==> src/sv/btr_pkg.sv <==
// shared constants, command and status types of the triangle rasterizer
`default_nettype none

package btr_pkg;

  // default geometry
  localparam int unsigned SCREEN_SIZE_DEF = 768;
  localparam int unsigned COORD_FRAC_DEF  = 4;

  // fixed field and datapath widths
  localparam int POS_W      = 16;
  localparam int TEX_W      = 17;
  localparam int DIFF_W     = 17;
  localparam int DIV_W      = 34;
  localparam int RECIP_BITS = 40;
  localparam int HALF_BITS  = 20;
  localparam int MAC_W      = 58;
  localparam int SAMPLE_W   = 16;
  localparam int PIX_W      = 10;
  localparam int COLOR_W    = 8;
  localparam int KIND_W     = 2;
  localparam int SLOT_W     = 2;

  // opcodes
  localparam logic OP_LOAD = 1'b0;
  localparam logic OP_STEP = 1'b1;

  // vertex slots
  localparam logic [SLOT_W-1:0] SLOT_A = 2'd0;
  localparam logic [SLOT_W-1:0] SLOT_B = 2'd1;
  localparam logic [SLOT_W-1:0] SLOT_C = 2'd2;

  // result kinds
  localparam logic [KIND_W-1:0] KIND_MISS = 2'd0;
  localparam logic [KIND_W-1:0] KIND_FRAG = 2'd1;
  localparam logic [KIND_W-1:0] KIND_MARK = 2'd2;

  // signed edge multiplier operand pairs
  typedef enum logic [2:0] {
    E_D_A, E_D_B, E_NU_A, E_NU_B, E_NV_A, E_NV_B
  } esel_e;

  // edge accumulator destinations
  typedef enum logic [1:0] {
    ED_NONE, ED_D, ED_NU, ED_NV
  } edst_e;

  // unsigned multiplier wide operand
  typedef enum logic [2:0] {
    UA_NU, UA_NV, UA_W, UA_TA, UA_TB, UA_TC
  } ua_e;

  // unsigned multiplier narrow operand source
  typedef enum logic [1:0] {
    UB_INV, UB_UQ, UB_VQ, UB_WQ
  } ub_e;

  // mac destinations
  typedef enum logic [2:0] {
    UD_NONE, UD_UQ, UD_VQ, UD_WQ, UD_SU, UD_SV
  } udst_e;

  typedef struct packed {
    logic              load;
    logic              setup;
    esel_e             esel;
    logic              efirst;
    edst_e             edst;
    logic              div_init;
    logic              div_step;
    ua_e               ua;
    logic              ucomp;
    ub_e               ub;
    logic              uhi;
    logic              ufirst;
    udst_e             udst;
    logic              scan_start;
    logic              scan_adv;
    logic              capture;
    logic              mark;
    logic [SLOT_W-1:0] mark_idx;
  } btr_cmd_t;

  typedef struct packed {
    logic covered;
    logic empty;
    logic scan_last;
    logic tex_mode;
  } btr_stat_t;

endpackage

`default_nettype wire

==> src/sv/btr_ctrl.sv <==
// sequencer of setup, reciprocal, per-pixel multiplies and result beats
`default_nettype none

module btr_ctrl (
  input  wire logic                        clk_i,
  input  wire logic                        rst_ni,
  input  wire logic                        in_valid_i,
  output logic                             in_stall_o,
  input  wire logic                        opcode_i,
  input  wire logic [btr_pkg::SLOT_W-1:0]  vertex_slot_i,
  input  wire logic                        out_stall_i,
  output logic                             out_valid_o,
  input  wire btr_pkg::btr_stat_t          stat_i,
  output btr_pkg::btr_cmd_t                cmd_o
);
  import btr_pkg::*;

  localparam int CNT_W = $clog2(RECIP_BITS + 1);

  typedef enum logic [6:0] {
    ST_IDLE   = 7'b0000001,
    ST_SETUP  = 7'b0000010,
    ST_DIV    = 7'b0000100,
    ST_EDGE   = 7'b0001000,
    ST_WEIGHT = 7'b0010000,
    ST_TEX    = 7'b0100000,
    ST_EMIT   = 7'b1000000
  } state_e;

  typedef enum logic [4:0] {
    PH_IDLE   = 5'b00001,
    PH_SCAN   = 5'b00010,
    PH_MARK_A = 5'b00100,
    PH_MARK_B = 5'b01000,
    PH_MARK_C = 5'b10000
  } phase_e;

  state_e            state_q, state_d;
  phase_e            phase_q, phase_d;
  logic [CNT_W-1:0]  cnt_q, cnt_d;
  logic              out_valid_q, out_valid_d;
  logic              accept;
  logic [CNT_W-1:0]  tk;
  logic [1:0]        tj;

  assign in_stall_o  = (state_q != ST_IDLE);
  assign accept      = in_valid_i && !in_stall_o;
  assign out_valid_o = out_valid_q;

  // texture product index within one component
  always_comb begin
    tk = (cnt_q >= CNT_W'(6)) ? cnt_q - CNT_W'(6) : cnt_q;
    tj = tk[2:1];
  end

  // next state and command
  always_comb begin
    state_d     = state_q;
    phase_d     = phase_q;
    cnt_d       = cnt_q + CNT_W'(1);
    out_valid_d = out_valid_q && out_stall_i;

    cmd_o            = '0;
    cmd_o.esel       = E_D_A;
    cmd_o.efirst     = 1'b1;
    cmd_o.edst       = ED_NONE;
    cmd_o.ua         = UA_NU;
    cmd_o.ub         = UB_INV;
    cmd_o.ufirst     = 1'b1;
    cmd_o.udst       = UD_NONE;
    cmd_o.mark_idx   = SLOT_A;

    case (state_q)
      ST_IDLE: begin
        cnt_d = '0;
        if (accept) begin
          if (opcode_i == OP_LOAD) begin
            if (vertex_slot_i inside {SLOT_A, SLOT_B, SLOT_C}) begin
              cmd_o.load = 1'b1;
              phase_d    = PH_IDLE;
              if (vertex_slot_i == SLOT_C) state_d = ST_SETUP;
            end
          end else begin
            case (phase_q)
              PH_SCAN:                          state_d = ST_EDGE;
              PH_MARK_A, PH_MARK_B, PH_MARK_C:  state_d = ST_EMIT;
              default:                          phase_d = PH_IDLE;
            endcase
          end
        end
      end

      // box, texture mode and the two products of the denominator
      ST_SETUP: begin
        if (cnt_q == '0) begin
          cmd_o.setup = 1'b1;
          cmd_o.esel  = E_D_A;
        end else begin
          cmd_o.esel   = E_D_B;
          cmd_o.efirst = 1'b0;
          cmd_o.edst   = ED_D;
          state_d      = ST_DIV;
          cnt_d        = '0;
        end
      end

      // one quotient bit per cycle
      ST_DIV: begin
        if (cnt_q == '0) cmd_o.div_init = 1'b1;
        else             cmd_o.div_step = 1'b1;
        if (cnt_q == CNT_W'(RECIP_BITS)) begin
          state_d = ST_IDLE;
          if (stat_i.empty) begin
            phase_d = PH_MARK_A;
          end else begin
            phase_d          = PH_SCAN;
            cmd_o.scan_start = 1'b1;
          end
        end
      end

      // nu and nv of the current pixel
      ST_EDGE: begin
        case (cnt_q)
          CNT_W'(0): cmd_o.esel = E_NU_A;
          CNT_W'(1): begin
            cmd_o.esel   = E_NU_B;
            cmd_o.efirst = 1'b0;
            cmd_o.edst   = ED_NU;
          end
          CNT_W'(2): cmd_o.esel = E_NV_A;
          CNT_W'(3): begin
            cmd_o.esel   = E_NV_B;
            cmd_o.efirst = 1'b0;
            cmd_o.edst   = ED_NV;
          end
          CNT_W'(4): ;
          default: begin
            state_d = stat_i.covered ? ST_WEIGHT : ST_EMIT;
            cnt_d   = '0;
          end
        endcase
      end

      // uq, vq, wq as two half products each
      ST_WEIGHT: begin
        if (cnt_q < CNT_W'(6)) begin
          case (cnt_q[2:1])
            2'd0:    cmd_o.ua = UA_NU;
            2'd1:    cmd_o.ua = UA_NV;
            default: cmd_o.ua = UA_W;
          endcase
          cmd_o.ub     = UB_INV;
          cmd_o.uhi    = cnt_q[0];
          cmd_o.ufirst = !cnt_q[0];
          if (cnt_q[0]) begin
            case (cnt_q[2:1])
              2'd0:    cmd_o.udst = UD_UQ;
              2'd1:    cmd_o.udst = UD_VQ;
              default: cmd_o.udst = UD_WQ;
            endcase
          end
        end else begin
          state_d = stat_i.tex_mode ? ST_TEX : ST_EMIT;
          cnt_d   = '0;
        end
      end

      // texture sums, u component then v component
      ST_TEX: begin
        if (cnt_q < CNT_W'(12)) begin
          case (tj)
            2'd0: begin
              cmd_o.ua = UA_TC;
              cmd_o.ub = UB_UQ;
            end
            2'd1: begin
              cmd_o.ua = UA_TB;
              cmd_o.ub = UB_VQ;
            end
            default: begin
              cmd_o.ua = UA_TA;
              cmd_o.ub = UB_WQ;
            end
          endcase
          cmd_o.ucomp  = (cnt_q >= CNT_W'(6));
          cmd_o.uhi    = tk[0];
          cmd_o.ufirst = (tk == '0);
          if (tk == CNT_W'(5)) cmd_o.udst = cmd_o.ucomp ? UD_SV : UD_SU;
        end else begin
          state_d = ST_EMIT;
        end
      end

      // load the output register once it is free
      ST_EMIT: begin
        if (!(out_valid_q && out_stall_i)) begin
          cmd_o.capture = 1'b1;
          out_valid_d   = 1'b1;
          state_d       = ST_IDLE;
          case (phase_q)
            PH_SCAN: begin
              cmd_o.scan_adv = 1'b1;
              if (stat_i.scan_last) phase_d = PH_MARK_A;
            end
            PH_MARK_A: begin
              cmd_o.mark     = 1'b1;
              cmd_o.mark_idx = SLOT_A;
              phase_d        = PH_MARK_B;
            end
            PH_MARK_B: begin
              cmd_o.mark     = 1'b1;
              cmd_o.mark_idx = SLOT_B;
              phase_d        = PH_MARK_C;
            end
            default: begin
              cmd_o.mark     = 1'b1;
              cmd_o.mark_idx = SLOT_C;
              phase_d        = PH_IDLE;
            end
          endcase
        end
      end

      default: state_d = ST_IDLE;
    endcase
  end

  // control registers
  always_ff @(posedge clk_i or negedge rst_ni) begin
    if (!rst_ni) begin
      state_q     <= ST_IDLE;
      phase_q     <= PH_IDLE;
      cnt_q       <= '0;
      out_valid_q <= 1'b0;
    end else begin
      state_q     <= state_d;
      phase_q     <= phase_d;
      cnt_q       <= cnt_d;
      out_valid_q <= out_valid_d;
    end
  end

endmodule

`default_nettype wire

==> config.mk <==
export PLATFORM = sky130hd
export DESIGN_NAME = btr_ctrl
export DESIGN_NICKNAME = d
export VERILOG_FILES = /design/src/sv/btr_pkg.sv /design/src/sv/btr_ctrl.sv
export SDC_FILE = /design/constraint.sdc
export NUM_CORES = 1
export LEC_CHECK = 0
export BUFFER_PORTS_ARGS = -buffer_cell sky130_fd_sc_hd__buf_2
export CORE_ASPECT_RATIO = 0.75
export CORE_UTILIZATION = 50
export DETAILED_ROUTE_END_ITERATION = 8
export PLACE_DENSITY = 0.74
export SLEW_MARGIN = 0
export SYNTH_ARGS = -nofsm -noshare
export SYNTH_HDL_FRONTEND = slang
export SYNTH_SLANG_ARGS = --single-unit
==> constraint.sdc <==
create_clock -name clk_i -period 6.2 [get_ports clk_i]
set_input_delay 0.62 -clock clk_i [delete_from_list [all_inputs] [get_ports clk_i]]
set_output_delay 0.62 -clock clk_i [all_outputs]
set_load 0.01 [all_outputs]
# Yosys cells after proc, flatten, opt, wreduce, memory -nomap -nowiden
# Index checks and enable logic that the tools add are counted.
# W data, S select, Z words.
op_classes:
  n_addsub: 2
  n_reduce_logical: 16
  eq_ne: 34
  n_mux: 63
  order_cmp: 3
ops:
  columns: ["operator", "count"]
  rows:
  - ["$mux W7", 12]
  - ["$mux W5", 10]
  - ["$pmux W7 S7", 1]
  - ["$pmux W5 S3", 2]
  - ["$pmux W7 S2", 2]
  - ["$mux W6", 4]
  - ["$pmux W6 S4", 1]
  - ["$pmux W3 S2", 3]
  - ["$mux W1", 15]
  - ["$ne A2 B2 Y1 const B", 7]
  - ["$eq A6 B2 Y1 const B", 2]
  - ["$eq A6 B3 Y1 const B", 2]
  - ["$logic_not A6 Y1", 2]
  - ["$mux W3", 4]
  - ["$ne A3 B3 Y1 const B", 4]
  - ["$pmux W2 S2", 3]
  - ["$pmux W3 S4", 1]
  - ["$pmux W6 S2", 1]
  - ["$mux W11", 1]
  - ["$reduce_and A10 Y1", 1]
  - ["$pmux W3 S3", 1]
  - ["$eq A7 B1 Y1 const B", 1]
  - ["$eq A7 B2 Y1 const B", 1]
  - ["$eq A7 B3 Y1 const B", 1]
  - ["other kinds (28)", 36]
word_totals:
  elab_cells: 122
  out_inout_bits: 29
  inputBits: 11
  ff_bits: 19

# Logic depth before layout (Yosys ltp)
depth:
  depth_word: 6
  ltp_mapped: 8
  depth_no_buf: 8

# Worst setup path before layout
# Ideal clock, no wire load.
synth_timing:
  path_type: "reg2out"
  start: "reg state_q[0]"
  end: "out cmd_o[26] in the netlist's numbering"
  n_path_buf: 1
  path_stages_with_launch: 5
  slack_ps: 3591
  arrival_ps: 1989
  required_time_ps: 5580
  cell_sequence: "dfstp_2 clkbuf_1 nor2b_1 nand4b_1 a2111oi_0"
synth_rtl:
  columns: ["item", "line_no", "source"]
  rows:
  - ["start, declared", "btr_ctrl.sv:38", "state_e state_q, state_d;"]
  - ["start signal, assigned", "btr_ctrl.sv:237", "state_q <= state_d;"]
  - ["end, declared", "btr_ctrl.sv:14", "output btr_pkg::btr_cmd_t cmd_o"]

==> flow_summary.toml <==
[layout]
areaGrowthSynthToFinish_pct = 15.1
nets = 261
num_antenna_cells = 0
nFillCells = 284
final_cell_mix = "39 x buf_2, 26 x nor2_1, 17 x dfrtp_1"
final_core_util_pct = 63.1
seq_area_um2 = 478
multi_input_area_mm2 = 0.00112
fin_area_mm2 = 0.00193
drive_gt1_share_pct = 23.1
final_common_cell = "buf_2"

[cts]
cts_root_buf = "clkbuf_8"
ctsResizeCount = 0
cts_setup_buffers = 0
htree_levels = 1
ctsHoldBuffers = 0
cts_tree = "built"
cts.sinks = 19
cts_inserted_buffers = 3
clkSlewWorstSetupHoldPaths_ns = 0.08
insertion_delay_ns = 0.26
cts_buffer_depth = 2

[drt]
via_count = 1687
dr_wl_met2_um = 1820
dr_wl_met3_um = 235
wl_per_cell_um = 15.2
finalWirelength_um = 4250
top_layer = "met4"
postRouteAntennaNets = 0
met1_length_um = 2160
drtIter0Drc = 115
drt_pass1_iterations = 4
drcViolationCount = 0
viasPerCell = 6.03

[pwr]
total_power_uw = 654
leakage_uw = 0.000924
power_frac_comb_pct = 55.6
seqPwrFrac_pct = 30.8
power_switching_share_pct = 47.3
power_density_mw_per_mm2 = 339
irDropWorstVdd_mv = 0.197
clock_power_share_pct = 13.7
p_switching_uw = 310
intPower_uw = 345

[die]
rows = 17
fp.dieH_um = 52.2
io-pin-count = 40
core_area_mm2 = 0.00306
die-area_mm2 = 0.00360
initial_core_util_pct = 54.8
die_w_um = 68.9

[sta]
worst_pin_slew_ns = 0.678
finalSetupViolations = 0
finalCritPeriodShare_pct = 50.1
slew_headroom_pct = 54.2
finClkSkew_ns = 0.00601
hold_violations = 0
slew_violations = 0
rsz0062_at_grt = "false"
fmax_ghz = 0.322
timing.setup.tns_ns = 0
period_needed_ns = 3.11

[logic_synthesis]
synthArstFlopShare_pct = 100
ys_ff_latch = 19
synth_nets = 224
synth_area_leaders = "dfrtp_1 25%, nor2_1 5.8%, ha_1 5.2%, nor2b_1 3.7%, a2111oi_4 3.3%"
synth.yosys.seq_area_share_pct = 28.5
postSynthAreaPerCell_um2 = 8.15
synth_ff_type = "dfrtp_1"
netlist-cell-type-count = 53
synth_edf_count = 0
syn_inst = 206
synth_top_cell_area_share_pct = 25.3
synth_top_cell_by_area = "dfrtp_1"
yosysWarningCount = 0
synth_area_mm2 = 0.00168

[worst_setup_path]
slowest_stage = "a2111oi_4"
path_max_fanout = 10
worst_path_most_repeated_cell = "a21oi_1"
endpoint_kind = "output port"
path_class = "reg2out"
path_buf_inv = 1
crit_family = "compound AO/OA/AOI/OAI gates"
cpPeakStageDelay_ns = 0.54
critPathLaunchType = "flip-flop"
critPathArrivalTime_ns = 2.49
cp_data_required_time_ns = 5.58
path_cells = "a2111oi_4, o21ai_1, a21oi_1, a21oi_1, a21o_1, buf_2"

[place]
dp_hpwl_um = 3270
place_area_mm2 = 0.00189
portBuffers = 39
gp_congestion = 0.892

[global_routing]
antenna_found_initial = 0
gr-total-overflow = 0
grt_first_pass_wirelength_um = 6990
track_usage_pct = 26.4
grt_pass1_vias = 1446
grt_max_degree = 20

[hold_path]
hold_class = "in2async"

[outcome]
outcome = "finished clean"

[run]
maxCapViolCount = 0
## area by class of cell
class / instances / share of cell area, %
clock buffer: 4 / 2.33
inverter: 13 / 2.52
multi-input combinational: 167 / 57.9
timing repair buffer: 39 / 10.1
tap: 38 / 2.46
sequential: 19 / 24.7
## power by group through the flow
stage,clock (µW),combinational [µW],sequential [µW]
finish,89.5,364,201
global placement,0,354,201
detailed placement,0,356,202
CTS,91.7,359,200
floorplan,0,302,170
global route,97.9,402,209
## cells by family (layout without fill, tap and decap cells)
logic type | count (synthesis) | count (layout) | share of synthesized area (%)
AOI/OAI and AO/OA | 51 | 51 | 22.9
xor gates and xnor gates | 7 | 7 | 3.65
adders and majority gates | 7 | 7 | 5.22
and+or+nand+nor | 98 | 98 | 32.2
buffers and inverters | 20 | 56 | 4.92
muxes | 4 | 4 | 2.68
DFF | 19 | 19 | 28.5
## Yosys cell counts, drive strengths merged (2+ instances only)
cell type	n
nor4b	4
nor2	26
inv	13
o22ai	3
or3	3
mux2	4
buf	6
o21ai	11
o21a	4
xor2	4
xnor2	3
nand3	6
o21bai	3
dfstp	2
a31oi	2
a21oi	10
ha	7
dfrtp	17
nand2	12
and3	2
nor4	5
nand4	8
a2111oi	3
nand2b	2
nor2b	10
a21o	2
o211ai	2
and2	3
nor3	11
## stage by stage
| stage | hold WS, ns | worst slack, ns | instances |
|---|---|---|---|
| after floorplan | 0.324 | 3.59 | 206 |
| after global placement | 0.550 | 3.52 | 276 |
| after detailed placement | 0.562 | 3.43 | 276 |
| after CTS | 0.305 | 3.13 | 280 |
| after global routing | 0.323 | 2.98 | 280 |
| final | 0.293 | 3.09 | 280 |
## worst register-to-register path, cell delays in order (launching register included)
cell,delay (ns)
dfrtp_1,0.50
inv_1,0.23
ha_1,0.33
nor4b_1,0.60
o22a_1,0.24
nand4_1,0.26
mux2_2,0.37
## final timing paths
check,end,slack [ns],cells after the start,from
max in group asynchronous,state_q[0],5.57,1,rst_ni
max reg2reg,phase_q[3],3.57,6,cnt_q[1]
min in group clk_i,out_valid_o,0.58,2,out_valid_o
min,cnt_q[5],0.29,1,rst_ni
min reg2reg,out_valid_o,0.58,2,out_valid_o
max,cmd_o[14],3.09,6,cnt_q[2]
## metal layers
metal  track usage, %  vias up
met4             4.76        0
met3             5.43        6
met1             40.3      801
met2             38.0       51
met5                0        -
li1                 -      829
## sequential cells by signal, indices dropped and copies added (netlist names)
name and count:
state_q 7, cnt_q 6, phase_q 5, out_valid_o 1
No activity file was read; power rests on OpenSTA's default activity.
